**src/rtl/sha512_pkg.sv**
```systemverilog
// sha512_pkg: shared constants, command codes and control structs for the sha-512 engine
// no dependencies
package sha512_pkg;

    typedef enum logic [1:0] {
        CMD_START  = 2'd0,
        CMD_DATA   = 2'd1,
        CMD_DIGEST = 2'd2,
        CMD_NONE   = 2'd3
    } cmd_t;

    // schedule load source
    typedef enum logic [1:0] {
        SRC_BUF  = 2'd0,
        SRC_PAD1 = 2'd1,
        SRC_PAD2 = 2'd2
    } src_t;

    typedef struct packed {
        logic       init_hash;
        logic       buf_write;
        logic       load_word;
        logic [3:0] load_idx;
        src_t       load_src;
        logic       start_vars;
        logic       round_en;
        logic [6:0] round_idx;
        logic       fold;
        logic       fold_final;
        logic       snap_final;
        logic [2:0] out_idx;
    } dp_cmd_t;

    typedef struct packed {
        logic       wrap;
        logic       extra_block;
    } dp_stat_t;

    function automatic logic [63:0] round_k(input logic [6:0] t);
        logic [63:0] k;
        begin
            case (t)
                7'd0: k = 64'h428a2f98d728ae22; 7'd1: k = 64'h7137449123ef65cd;
                7'd2: k = 64'hb5c0fbcfec4d3b2f; 7'd3: k = 64'he9b5dba58189dbbc;
                7'd4: k = 64'h3956c25bf348b538; 7'd5: k = 64'h59f111f1b605d019;
                7'd6: k = 64'h923f82a4af194f9b; 7'd7: k = 64'hab1c5ed5da6d8118;
                7'd8: k = 64'hd807aa98a3030242; 7'd9: k = 64'h12835b0145706fbe;
                7'd10: k = 64'h243185be4ee4b28c; 7'd11: k = 64'h550c7dc3d5ffb4e2;
                7'd12: k = 64'h72be5d74f27b896f; 7'd13: k = 64'h80deb1fe3b1696b1;
                7'd14: k = 64'h9bdc06a725c71235; 7'd15: k = 64'hc19bf174cf692694;
                7'd16: k = 64'he49b69c19ef14ad2; 7'd17: k = 64'hefbe4786384f25e3;
                7'd18: k = 64'h0fc19dc68b8cd5b5; 7'd19: k = 64'h240ca1cc77ac9c65;
                7'd20: k = 64'h2de92c6f592b0275; 7'd21: k = 64'h4a7484aa6ea6e483;
                7'd22: k = 64'h5cb0a9dcbd41fbd4; 7'd23: k = 64'h76f988da831153b5;
                7'd24: k = 64'h983e5152ee66dfab; 7'd25: k = 64'ha831c66d2db43210;
                7'd26: k = 64'hb00327c898fb213f; 7'd27: k = 64'hbf597fc7beef0ee4;
                7'd28: k = 64'hc6e00bf33da88fc2; 7'd29: k = 64'hd5a79147930aa725;
                7'd30: k = 64'h06ca6351e003826f; 7'd31: k = 64'h142929670a0e6e70;
                7'd32: k = 64'h27b70a8546d22ffc; 7'd33: k = 64'h2e1b21385c26c926;
                7'd34: k = 64'h4d2c6dfc5ac42aed; 7'd35: k = 64'h53380d139d95b3df;
                7'd36: k = 64'h650a73548baf63de; 7'd37: k = 64'h766a0abb3c77b2a8;
                7'd38: k = 64'h81c2c92e47edaee6; 7'd39: k = 64'h92722c851482353b;
                7'd40: k = 64'ha2bfe8a14cf10364; 7'd41: k = 64'ha81a664bbc423001;
                7'd42: k = 64'hc24b8b70d0f89791; 7'd43: k = 64'hc76c51a30654be30;
                7'd44: k = 64'hd192e819d6ef5218; 7'd45: k = 64'hd69906245565a910;
                7'd46: k = 64'hf40e35855771202a; 7'd47: k = 64'h106aa07032bbd1b8;
                7'd48: k = 64'h19a4c116b8d2d0c8; 7'd49: k = 64'h1e376c085141ab53;
                7'd50: k = 64'h2748774cdf8eeb99; 7'd51: k = 64'h34b0bcb5e19b48a8;
                7'd52: k = 64'h391c0cb3c5c95a63; 7'd53: k = 64'h4ed8aa4ae3418acb;
                7'd54: k = 64'h5b9cca4f7763e373; 7'd55: k = 64'h682e6ff3d6b2b8a3;
                7'd56: k = 64'h748f82ee5defb2fc; 7'd57: k = 64'h78a5636f43172f60;
                7'd58: k = 64'h84c87814a1f0ab72; 7'd59: k = 64'h8cc702081a6439ec;
                7'd60: k = 64'h90befffa23631e28; 7'd61: k = 64'ha4506cebde82bde9;
                7'd62: k = 64'hbef9a3f7b2c67915; 7'd63: k = 64'hc67178f2e372532b;
                7'd64: k = 64'hca273eceea26619c; 7'd65: k = 64'hd186b8c721c0c207;
                7'd66: k = 64'heada7dd6cde0eb1e; 7'd67: k = 64'hf57d4f7fee6ed178;
                7'd68: k = 64'h06f067aa72176fba; 7'd69: k = 64'h0a637dc5a2c898a6;
                7'd70: k = 64'h113f9804bef90dae; 7'd71: k = 64'h1b710b35131c471b;
                7'd72: k = 64'h28db77f523047d84; 7'd73: k = 64'h32caab7b40c72493;
                7'd74: k = 64'h3c9ebe0a15c9bebc; 7'd75: k = 64'h431d67c49c100d4c;
                7'd76: k = 64'h4cc5d4becb3e42b6; 7'd77: k = 64'h597f299cfc657e2a;
                7'd78: k = 64'h5fcb6fab3ad6faec; 7'd79: k = 64'h6c44198c4a475817;
                default: k = '0;
            endcase
            return k;
        end
    endfunction

    function automatic logic [63:0] init_h(input logic [2:0] i);
        logic [63:0] h;
        begin
            case (i)
                3'd0: h = 64'h6a09e667f3bcc908;
                3'd1: h = 64'hbb67ae8584caa73b;
                3'd2: h = 64'h3c6ef372fe94f82b;
                3'd3: h = 64'ha54ff53a5f1d36f1;
                3'd4: h = 64'h510e527fade682d1;
                3'd5: h = 64'h9b05688c2b3e6c1f;
                3'd6: h = 64'h1f83d9abfb41bd6b;
                default: h = 64'h5be0cd19137e2179;
            endcase
            return h;
        end
    endfunction

endpackage

```
**src/rtl/sha512_ctrl.sv**
```systemverilog
// sha512_ctrl: command sequencer for the sha-512 engine
// depends on sha512_pkg
module sha512_ctrl
    import sha512_pkg::*;
(
    input  logic        clk,
    input  logic        rst_n,
    input  logic        valid,
    output logic        stall,
    input  logic [1:0]  command,
    input  dp_stat_t    stat,
    output dp_cmd_t     ctl,
    output logic        out_valid,
    input  logic        out_stall,
    output logic [2:0]  word_index,
    output logic        last
);

    typedef enum logic [2:0] {
        ST_IDLE, ST_LOAD, ST_VARS, ST_ROUND, ST_FOLD, ST_EMIT
    } state_t;

    state_t     state_reg, state_next;
    logic [6:0] cnt_reg, cnt_next;
    src_t       src_reg, src_next;
    logic       dig_reg, dig_next;
    logic [2:0] oidx_reg, oidx_next;
    logic       acc;

    assign stall = (state_reg != ST_IDLE);
    assign acc   = valid && !stall;
    assign out_valid  = (state_reg == ST_EMIT);
    assign word_index = oidx_reg;
    assign last       = (oidx_reg == 3'd7);

    always_comb
    begin
        state_next = state_reg;
        cnt_next   = cnt_reg;
        src_next   = src_reg;
        dig_next   = dig_reg;
        oidx_next  = oidx_reg;
        ctl = '0;
        ctl.load_src   = src_reg;
        ctl.load_idx   = cnt_reg[3:0];
        ctl.round_idx  = cnt_reg;
        ctl.fold_final = dig_reg;
        ctl.out_idx    = oidx_reg;
        case (state_reg)
            ST_IDLE:
            begin
                if (acc)
                begin
                    case (cmd_t'(command))
                        CMD_START: ctl.init_hash = 1'b1;
                        CMD_DATA:
                        begin
                            ctl.buf_write = 1'b1;
                            if (stat.wrap)
                            begin
                                state_next = ST_LOAD;
                                src_next   = SRC_BUF;
                                dig_next   = 1'b0;
                                cnt_next   = '0;
                            end
                        end
                        CMD_DIGEST:
                        begin
                            ctl.snap_final = 1'b1;
                            state_next = ST_LOAD;
                            src_next   = SRC_PAD1;
                            dig_next   = 1'b1;
                            cnt_next   = '0;
                        end
                        default: ;
                    endcase
                end
            end
            ST_LOAD:
            begin
                ctl.load_word = 1'b1;
                cnt_next = cnt_reg + 7'd1;
                if (cnt_reg == 7'd15)
                    state_next = ST_VARS;
            end
            ST_VARS:
            begin
                ctl.start_vars = 1'b1;
                cnt_next   = '0;
                state_next = ST_ROUND;
            end
            ST_ROUND:
            begin
                ctl.round_en = 1'b1;
                cnt_next = cnt_reg + 7'd1;
                if (cnt_reg == 7'd79)
                    state_next = ST_FOLD;
            end
            ST_FOLD:
            begin
                ctl.fold = 1'b1;
                cnt_next = '0;
                if (!dig_reg)
                    state_next = ST_IDLE;
                else if (src_reg == SRC_PAD1 && stat.extra_block)
                begin
                    src_next   = SRC_PAD2;
                    state_next = ST_LOAD;
                end
                else
                begin
                    oidx_next  = '0;
                    state_next = ST_EMIT;
                end
            end
            ST_EMIT:
            begin
                if (!out_stall)
                begin
                    oidx_next = oidx_reg + 3'd1;
                    if (oidx_reg == 3'd7)
                        state_next = ST_IDLE;
                end
            end
            default: state_next = ST_IDLE;
        endcase
    end

    always_ff @(posedge clk or negedge rst_n)
    begin
        if (!rst_n)
        begin
            state_reg <= ST_IDLE;
            cnt_reg   <= '0;
            src_reg   <= SRC_BUF;
            dig_reg   <= 1'b0;
            oidx_reg  <= '0;
        end
        else
        begin
            state_reg <= state_next;
            cnt_reg   <= cnt_next;
            src_reg   <= src_next;
            dig_reg   <= dig_next;
            oidx_reg  <= oidx_next;
        end
    end

`ifndef SYNTHESIS
    a_round_bound: assert property (@(posedge clk) disable iff (!rst_n)
        state_reg == ST_ROUND |-> cnt_reg < 7'd80) else $error("round count overrun");
    a_emit_last: assert property (@(posedge clk) disable iff (!rst_n)
        out_valid && !out_stall && last |=> state_reg == ST_IDLE)
        else $error("emit did not finish");
    a_busy_stall: assert property (@(posedge clk) disable iff (!rst_n)
        state_reg == ST_ROUND |-> stall) else $error("accepting while busy");
`endif

endmodule

```
**config.mk**
```make
export PLATFORM = sky130hd
export DESIGN_NAME = sha512_ctrl
export DESIGN_NICKNAME = d
export VERILOG_FILES = /design/src/rtl/sha512_pkg.sv /design/src/rtl/sha512_ctrl.sv
export SDC_FILE = /design/constraint.sdc
export NUM_CORES = 1
export LEC_CHECK = 0
export BUFFER_PORTS_ARGS = -buffer_cell sky130_fd_sc_hd__buf_2
export CELL_PAD_IN_SITES_DETAIL_PLACEMENT = 0
export CELL_PAD_IN_SITES_GLOBAL_PLACEMENT = 2
export CORE_MARGIN = 5
export CORE_UTILIZATION = 29
export CTS_CLUSTER_SIZE = 8
export DETAILED_ROUTE_END_ITERATION = 12
export MAX_ROUTING_LAYER = met4
export PLACE_DENSITY_LB_ADDON = 0.1
export SKIP_CTS_REPAIR_TIMING = 1
export SYNTH_ARGS = -nofsm -noshare
export SYNTH_HDL_FRONTEND = slang
export SYNTH_SLANG_ARGS = --single-unit
```
**constraint.sdc**
```tcl
create_clock -name clk -period 1.6 [get_ports clk]
set_input_delay 0 -clock clk [delete_from_list [all_inputs] [get_ports clk]]
set_output_delay 0 -clock clk [all_outputs]
set_load 0.01 [all_outputs]
```
Word level (Yosys, flattened, before mapping)
Cells that the tools add are included.
{ "classes": {"addsub": 2, "eq_ne": 22, "muxes": 37, "n_reduce_logical": 17} }
{ "op_table": {"columns": ["operator", "count"], "rows": [
  ["3-bit 2-to-1 mux", 11],
  ["7-bit case mux with 3 select lines", 1],
  ["3-bit case mux with 6 select lines", 1],
  ["2-bit inequality test, second input constant", 8],
  ["7-bit 2-to-1 mux", 2],
  ["7-bit case mux with 2 select lines", 1],
  ["2-bit 2-to-1 mux", 6],
  ["3-bit case mux with 2 select lines", 2],
  ["4-bit AND reduction", 3],
  ["1-bit 2-to-1 mux", 10],
  ["3-bit == test, second input constant", 3],
  ["2-bit case mux with 2 select lines", 2],
  ["7-bit by 1-bit adder with 7-bit output, second input constant", 1],
  ["7-bit by 4-bit == test with 1-bit output, second input constant", 1],
  ["7-bit == test, second input constant", 1],
  ["7-bit AND reduction", 1],
  ["3-bit by 2-bit == test with 1-bit output, second input constant", 2],
  ["6-bit AND reduction", 1],
  ["2-bit nonzero test", 3],
  ["3-bit nonzero test", 2],
  ["2-bit by 1-bit == test with 1-bit output, second input constant", 2],
  ["2-bit OR reduction", 2],
  ["3-bit by 1-bit adder with 3-bit output, second input constant", 1],
  ["3-bit by 1-bit == test with 1-bit output, second input constant", 1],
  ["9 further kinds", 10]
]} }
{ "word_totals": {"ff_bits": 16, "in_bits": 8, "elab_cells": 83} }

Logic depth before layout (Yosys ltp)
Gate-level depths: netlist of run 1.
{ "logic_depth": {"ltp_word": 5, "mapped_depth": 6, "mapped_depth_nobuf": 5} }

Least setup slack after synthesis of run 1
OpenSTA, ideal clock, no wires.
{ "synth_path": {"path_type": "register to register", "start": "register oidx_reg[0] (netlist: word_index[0])", "end": "register state_reg[0]", "t_arrival_ns": 1.356, "required_ns": 1.496, "slack_ns": 0.141, "path_stages_with_launch": 6, "n_path_buf": 0, "period_less_slack_ns": 1.459, "path_cell_list": "dfrtp_1 -> ha_1 -> ha_1 -> nor2b_1 -> a21o_1 -> o311ai_1"} }
{ "synth_between": {"elab_chain_len": 3} }
{ "synth_lines": {"columns": ["element", "line", "text"], "rows": [
  ["start, declared", "sha512_ctrl.sv:27", "logic [2:0] oidx_reg, oidx_next;"],
  ["start signal, assigned", "sha512_ctrl.sv:145", "oidx_reg <= oidx_next;"],
  ["3-bit == test", null, null],
  ["net last", "sha512_ctrl.sv:16", "output logic last"],
  ["2-bit by 1-bit inequality test with 1-bit output (no line)", null, null],
  ["7-bit AND reduction (no line)", null, null],
  ["end signal, assigned", "sha512_ctrl.sv:141", "state_reg <= state_next;"],
  ["end, declared", "sha512_ctrl.sv:23", "state_t state_reg, state_next;"]
]} }
The timed path passes the listed nets, and every way through them passes these cells.
A chain may end at the register's enable or synchronous reset.

Worst setup path in the final report of run 1
{ "layout_path": {"start": "register state_reg[2]", "end": "register state_reg[0]"} }
{ "layout_between": {"elab_chain_len": 5, "word_cells_on_any_way": 18, "classes_between": "eq/ne: 12; mux: 1; reduce/logical: 5"} }
{ "layout_lines": {"columns": ["element", "line", "text"], "rows": [
  ["3-bit nonzero test", "sha512_ctrl.sv:30", "assign stall = (state_reg != ST_IDLE);"],
  ["1-bit zero test", "sha512_ctrl.sv:31", "assign acc = valid && !stall;"],
  ["1-bit logical AND", "sha512_ctrl.sv:31", null],
  ["2-bit inequality test (no line)", null, null],
  ["7-bit AND reduction (no line)", null, null]
]} }
Several ways; a longest one is shown, not always the timed one.

==> impl_results.md, run 1 <==
- Worst-case clock skew: 0.00140 ns
- Metal3 WL: 140 µm
- Area of the multi-input gates: 596 µm²
- Crit path kind: reg -> reg
- Worst path required time: 1.70 ns
- Fmax: 644 MHz
- Max layer used: met4
- Period utilization: 0.970
- Area delta synth->final: 24.9%
- DRC: 0
- CP endpoint kind: flip-flop
- CTS H-tree depth: 1
- Vias in the first global route: 968
- Max_slew headroom: 0.686
- Synthesis warning total: 0
- Die X: 71.7 µm
- GP Congestion: 0.753
- Initial antenna violation count: 0
- Rows: 22
- Register Area: 405 µm²
- Max_cap viols: 0
- Yosys top cell by area: dfrtp_1
- FILL cells: 387
- Fin nets: 161
- Max reg flops: 7
- Largest net degree at the start of global routing: 17
- Synth top area cells: dfrtp_1 36%, buf_4 6.8%, ha_1 3.4%
- Outcome: finished clean
- Final setup violation count: 0
- Port bufs: 37
- Slew Viols, Final: 0
- Clock buffer depth: 2
- N_diodes: 0
- Total gr overflow: 0
- First-pass GRT wire length: 4730 µm
- Die area: 5140 µm²
- Distinct cells, synth: 46
- Dpl hpwl: 2120 µm
- Mapped Nets: 124
- Final Hold Vio Count: 0
- Iter 0 DRT Violations: 34
- Detailed Route WL: 2890 µm
- Pre-CTS setup slack: 0.114 ns
- Core Footprint: 3660 µm²
- Vias per Instance: 4.96
- DR WL/cell: 14.8 µm
- Leakage power: 0.692 nW
- Total number of vias: 973
- Worst Slack Setup Final: 0.0482 ns
- Mapped Cells: 113
- Fraction of registers with async set/reset: 1.00
- Initial Utilization: 0.301
- Number of flops mapped to enable cells by yosys: 0
- Seq/Total Area, Yosys: 0.363
- Worst-Margin Slew: 0.465 ns
- DR pass1 iterations: 4
- Post-synth top area share: 0.363
- Worst-path clk slew: 0.07 ns
- WHS: 0.108 ns
- Post-route ant nets: 0
- Met1 WL: 1310 µm
- Startpoint type of the worst setup path: flip-flop
- Hold Path Class: in -> reg
- FF+latch count, synth: 16
- Vert. Die Dim: 71.7 µm
- Synth Flop Type: dfrtp_1
- Share of layout cells above drive strength 1: 0.466
- GRT Overall Usage: 0.118
- WL met2: 1420 µm
- Post-Syn Area: 1100 µm²
- CTS Buf Count: 3
- Skew-Pair Late Insertion Delay: 0.25 ns
- CTS root buf: clkbuf_8
- Critical Path AT: 1.65 ns
- PwrDens: 543 nW/µm²
- Tmin final: 1.55 ns
- Worst Setup SP: state_reg[2]
- RR Startpoint: state_reg[2]
- Ports: 38
- CP Max Fanout: 15
- Worst vdd ir: 0.422 mV
- Avg Cell Area, Syn: 9.77 µm²
- Hold_sp: stat[1]
- CTS tree: done
- Clk sink count: 16
routing by layer:
| layer | GRT usage | vias to the layer above |
|---|---|---|
| met3 | 0.0323 | 2 |
| li1 | - | 481 |
| met4 | 0.0188 | 0 |
| met1 | 0.150 | 469 |
| met5 | - | - |
| met2 | 0.192 | 21 |
per-stage QoR:
stage	utilization	area, µm²	total power, mW	setup TNS, ns	cells
after floorplan	-	1100	0.419	0	113
after global placement	0.347	1270	0.443	0	188
after detailed placement	0.347	1270	0.443	0	188
after CTS	0.359	1310	0.759	-0.000867	191
after global routing	0.377	1380	0.780	-0.0285	196
final	0.377	1380	0.749	0	196
final cells by class:
cell class,instances,area share
clock buffers,3,0.0299
inverters,5,0.0154
multi-input cells,78,0.432
flip-flops and latches,16,0.294
well taps,48,0.0436
repair buffers,46,0.185
power by group:
group	switching (mW)	total (mW)	internal [mW]	leakage (nW)
sequential	0	0.404	0.404	0.205
combinational	0.0201	0.0332	0.0130	0.466
clock	0.144	0.311	0.167	0.0216
total	0.164	0.749	0.584	0.692
path summary, 6_finish.rpt:
path	endpoint	slack [ns]	cells after the start
worst max-delay path	state_reg[0]	0.05	4
worst min-delay path	dig_reg	0.11	3
worst max register to register	state_reg[0]	0.05	4
worst min register to register	src_reg[1]	0.50	2
max in group asynchronous	state_reg[0]	1.10	2
min in group asynchronous	cnt_reg[3]	0.20	2
placed cells by master, fill, tap and decap left out, drive strengths merged, types with 3 or more instances in the layout:
cell    count
nand3       4
buf        45
and3        4
clkbuf      3
nand2       9
nor2        6
dfrtp      16
nor3        7
ha          3
inv         5
o21ai       7
synthesized netlist by cell type (all sizes together) (2+ instances only):
master / count
a21oi: 2
a22o: 2
a31o: 2
and2b: 2
and3: 4
and4b: 2
buf: 14
dfrtp: 16
ha: 3
inv: 5
nand2: 9
nand3: 4
nand4b: 2
nor2: 6
nor2b: 2
nor3: 7
o21a: 2
o21ai: 7
o22ai: 2
o311ai: 2
xor2: 2
critical path: stages, from the launching register on:
cell	delay, ns
dfrtp_2	0.44
buf_4	0.15
buf_4	0.17
o311ai_0	0.46
o311ai_2	0.17
cell families after synthesis:
group / share of synthesized area
flip-flops: 0.363
XOR/XNOR: 0.0159
AO/OA/AOI/OAI: 0.185
buffers and inverters: 0.117
AND/OR/NAND/NOR: 0.266
adder cells (fa/ha/maj): 0.0340
multiplexers: 0.0193
No activity file was read; power rests on OpenSTA's default activity.
==> run 2: changes to the inputs <==
==> constraint.sdc (replaced) <==
create_clock -name clk -period 1.65 [get_ports clk]
set_input_delay 0 -clock clk [delete_from_list [all_inputs] [get_ports clk]]
set_output_delay 0 -clock clk [all_outputs]
set_load 0.01 [all_outputs]
==> run 2 against run 1 <==
Compared with the run above:
- sequential power decreased by 3%
- critical endpoint is now ctl[3]
- non-clock buffer count is 3 lower
- clock power up 18%
- routed wire length decreased by 3.1%
- clock skew is 0.0066 ns higher
==> impl_results.md, run 2 (same netlist as run 1, synthesis figures left out) <==
- CTS Buf Count: 3
- Die area: 5140 µm²
- Worst vdd ir: 0.393 mV
- Total number of vias: 976
- CTS tree: done
- Clk network pwr share: 0.464
- Max reg flops: 7
- Period utilization: 0.916
- Leakage power: 0.679 nW
- Vert. Die Dim: 71.7 µm
- Worst-path clk slew: 0.07 ns
- Area delta synth->final: 22.0%
- Worst Slack Setup Final: 0.138 ns
- Die X: 71.7 µm
- Final setup violation count: 0
- Pre-CTS setup slack: 0.193 ns
- Port bufs: 37
- Switching part of the total: 0.218
- Rows: 22
- TNS Setup: 0 ns
- Most frequent cells in the layout: 37 x buf_2, 14 x dfrtp_1, 9 x nand2_1
- Sequential power share: 0.497
- CP Max Fanout: 7
- Iter 0 DRT Violations: 50
- Crit path kind: reg -> out
- GP Congestion: 0.778
- Pwr Total: 788 µW
- Startpoint type of the worst setup path: flip-flop
- Terminus of the critical flop-to-flop path: state_reg[0]
- Share of layout cells above drive strength 1: 0.425
- RSZ-0062 raised after global routing: no
- FILL cells: 394
- DRC: 0
- PwrDens: 585 nW/µm²
- Worst Setup SP: state_reg[0]
- Max_slew headroom: 0.738
- Reg2reg path depth: 5
- Combinational Power Share: 0.038
- Most common cell after layout, fill and taps aside: buf_2
- Outcome: finished clean
- Dpl hpwl: 2080 µm
- N_diodes: 0
- Flop-to-flop setup slack: 0.20 ns
- Worst path required time: 1.65 ns
- Worst-Margin Slew: 0.393 ns
- Total gr overflow: 0
- Max_cap viols: 0
- Vias per Instance: 5.03
- Worst-case clock skew: 0.00802 ns
- Switching pwr: 172 µW
- Detailed Route WL: 2800 µm
- Final Util: 0.368
- DR pass1 iterations: 4
- First-pass GRT wire length: 4820 µm
- Critical Path End: ctl[3]
- Post-route ant nets: 0
- DR WL/cell: 14.4 µm
- Internal Pwr Total: 616 µW
- CTS root buf: clkbuf_8
- Clk sink count: 16
- Largest net degree at the start of global routing: 17
- Tmin final: 1.51 ns
- CTS H-tree depth: 1
- Ports: 38
- Skew-Pair Late Insertion Delay: 0.26 ns
- Final Hold Vio Count: 0
- Fin nets: 158
- Critical Path AT: 1.51 ns
- Vias in the first global route: 969
- Initial antenna violation count: 0
- Initial Utilization: 0.301
- RR Startpoint: word_index[0]
- Clock buffer depth: 2
- Fmax: 662 MHz
- GRT Overall Usage: 0.122
- Slew Viols, Final: 0
- Hold Path Class: in -> reg
- CP endpoint kind: output port
- Core Footprint: 3660 µm²
## run 2: cell type report
cell class | count | area [µm²] | area share
inverters | 5 | 21.3 | 0.0158
flip-flops and latches | 16 | 403 | 0.299
well taps | 48 | 60.1 | 0.0446
repair buffers | 43 | 233 | 0.173
multi-input cells | 78 | 574 | 0.427
clock buffers | 4 | 55.1 | 0.0409
## run 2: critical path: stages (launching register included)
cell	delay (ns)
dfrtp_2	0.49
nor3_4	0.25
nand2_1	0.12
nor3b_2	0.23
buf_2	0.17
## run 2: routing by layer
layer / wire length, µm / vias to the layer above / GRT usage
met5: 0 / - / -
met3: 148 / 5 / 0.0365
met2: 1310 / 25 / 0.189
met1: 1300 / 470 / 0.151
li1: - / 476 / -
met4: 42 / 0 / 0.0376
## run 2: per-stage QoR
stage,hold WS [ns],area [µm²],cells
finish,0.111,1350,194
global route,0.116,1350,194
CTS,-0.332,1330,193
detailed placement,-0.0391,1280,189
global placement,-0.0466,1280,189
floorplan,-0.296,1100,113
## run 2: worst min-delay path by stage
stage	startpoint	slack [ns]	depth (start not counted)	end
detailed placement	rst_n	-0.04	1	cnt_reg[0]
floorplan	rst_n	-0.30	0	cnt_reg[0]
global placement	rst_n	-0.05	1	cnt_reg[2]
global route	stat[1]	0.12	3	dig_reg
CTS	rst_n	-0.33	1	cnt_reg[0]
finish	stat[1]	0.11	3	dig_reg
## run 2: power groups by stage
stage,Combinational (mW),Sequential (mW),Clock [mW]
5_1_grt,0.0353,0.392,0.405
3_3_place_gp,0.0295,0.400,0
3_5_place_dp,0.0302,0.400,0
6_report,0.0303,0.392,0.366
2_1_floorplan,0.00655,0.400,0
4_1_cts,0.0298,0.392,0.377
==> run 3: changes to the inputs <==
--- a/config.mk
+++ b/config.mk
@@ -9,7 +9,8 @@
 export CELL_PAD_IN_SITES_DETAIL_PLACEMENT = 0
 export CELL_PAD_IN_SITES_GLOBAL_PLACEMENT = 2
 export CORE_MARGIN = 5
-export CORE_UTILIZATION = 29
+export CORE_UTILIZATION = 30
+export CTS_BUF_LIST = sky130_fd_sc_hd__clkbuf_4 sky130_fd_sc_hd__clkbuf_8
 export CTS_CLUSTER_SIZE = 8
 export DETAILED_ROUTE_END_ITERATION = 12
 export MAX_ROUTING_LAYER = met4
==> run 3 against run 2 <==
Compared with the run above:
- clock-buffer cell count down 1
- global-route usage shrank 0.26 points
- hold slack improved by 0.015 ns
- clock skew fell by 0.0043 ns
- first-iteration DRC count decreased by 22%
- design area grew 1.2%
- combinational power about the same
- worst setup slack got worse by 0.017 ns
- non-clock buffer count grew 4
==> impl_results.md, run 3 (same netlist as run 1, synthesis figures left out) <==
- First-pass GRT wire length: 4590 µm
- Crit path buf inv count: 1
- Post-route ant nets: 0
- Slowest CP cell: dfrtp_2
- Period utilization: 0.927
- N_diodes: 0
- Internal Pwr Total: 566 µW
- Switching part of the total: 0.214
- Max reg flops: 7
- CTS root buf: clkbuf_8
- Vert. Die Dim: 70.7 µm
- CTS tree: done
- Area of the multi-input gates: 574 µm²
- Slew Viols, Final: 0
- Iter 0 DRT Violations: 39
- Combinational Power Share: 0.043
- Initial Utilization: 0.306
- Clk sink count: 16
- Final Hold Vio Count: 0
- FILL cells: 401
- DR WL/cell: 13.8 µm
- Top delay family on crit path: simple AND/OR/NAND/NOR gates
- CTS Buf Count: 3
- Skew-Pair Late Insertion Delay: 0.25 ns
- Total number of vias: 956
- Terminus of the critical flop-to-flop path: state_reg[0]
- CP Max Fanout: 8
- Worst-path clk slew: 0.06 ns
- Worst-case clock skew: 0.00376 ns
- Crit path kind: reg -> out
- Most frequent cells in the layout: 37 x buf_2, 14 x dfrtp_1, 9 x nand2_1, 9 x buf_4
- Tmin final: 1.53 ns
- Worst-Margin Slew: 0.398 ns
- Post-DP Area: 1290 µm²
- GP Congestion: 0.758
- Hold EP: dig_reg
- Die area: 4990 µm²
- Dpl hpwl: 2050 µm
- Initial antenna violation count: 0
- Ports: 38
- Switching pwr: 154 µW
- Die X: 70.7 µm
- Fin nets: 162
- Sequential power share: 0.545
- Post-route cell area: 1360 µm²
- Critical Path AT: 1.53 ns
- PwrDens: 528 nW/µm²
- Hold Path Class: in -> reg
- Largest net degree at the start of global routing: 17
- DR pass1 iterations: 4
- Vias in the first global route: 930
- Worst vdd ir: 0.198 mV
- Clk network pwr share: 0.413
- Total gr overflow: 0
- Final setup violation count: 0
- Outcome: finished clean
- Vias per Instance: 4.85
- Share of layout cells above drive strength 1: 0.436
- Most common cell after layout, fill and taps aside: buf_2
- Max_cap viols: 0
- TNS Setup: 0 ns
- CP max stage delay: 0.49 ns
- Worst path required time: 1.65 ns
- Hold_sp: stat[1]
- Fmax: 654 MHz
- Detailed Route WL: 2710 µm
- Leakage power: 0.694 nW
- Pwr Total: 720 µW
- Flop-to-flop setup slack: 0.21 ns
- Reg2reg path depth: 5
- CP endpoint kind: output port
- RR Startpoint: word_index[0]
- Register Area: 403 µm²
- Rows: 22
- Clock buffer depth: 2
- Final Util: 0.378
- Startpoint type of the worst setup path: flip-flop
- DRC: 0
- Core Footprint: 3610 µm²
- CTS H-tree depth: 1
- GRT Overall Usage: 0.119
- Max_slew headroom: 0.735
- Area delta synth->final: 23.5%
- Port bufs: 37
- Worst hold stages: 3
- Critical Path, Cell by Cell: nor3_4 -> nand2_1 -> nor3b_2 -> buf_2
[run 3: metrics by stage]
step           hold slack (ns)  worst slack [ns]  std cells
2_1_floorplan           -0.296             0.191        113
3_3_place_gp           -0.0478             0.215        190
3_5_place_dp           -0.0452             0.203        190
4_1_cts                 -0.317            0.0364        193
5_1_grt                  0.147          -0.00250        197
6_report                 0.126             0.121        197
[run 3: routing by layer]
layer | vias to the layer above | wire [µm] | track usage
li1 | 481 | - | -
met1 | 445 | 1360 | 0.160
met2 | 28 | 1170 | 0.179
met3 | 2 | 161 | 0.0256
met4 | 0 | 19 | 0.0376
met5 | - | 0 | -
[run 3: worst max-delay path by stage]
stage | startpoint | endpoint | cells past startpoint
final | state_reg[0] | ctl[3] | 4
after global routing | state_reg[0] | ctl[3] | 4
after CTS | state_reg[0] | ctl[3] | 4
after detailed placement | state_reg[0] | cnt_reg[1] | 3
after global placement | state_reg[0] | word_index[0] | 4
after floorplan | word_index[0] | state_reg[0] | 5
[run 3: power groups by stage]
stage | sequential, mW | clock (mW) | combinational, mW
after CTS | 0.392 | 0.312 | 0.0300
after global routing | 0.392 | 0.327 | 0.0352
after floorplan | 0.400 | 0 | 0.00655
after global placement | 0.400 | 0 | 0.0292
final | 0.392 | 0.297 | 0.0306
after detailed placement | 0.400 | 0 | 0.0299
[run 3: cell type report]
| class | count | area share |
|---|---|---|
| multi-input combinational | 78 | 0.421 |
| sequential | 16 | 0.296 |
| timing repair buffer | 47 | 0.193 |
| tap | 48 | 0.0441 |
| clock buffer | 3 | 0.0303 |
| inverter | 5 | 0.0156 |
[run 3: worst register-to-register path: stages, from the launching register on]
cell and delay [ns]:
dfrtp_1 0.41, ha_1 0.21, ha_1 0.19, nor2b_1 0.14
a21o_1 0.17, o311ai_1 0.21
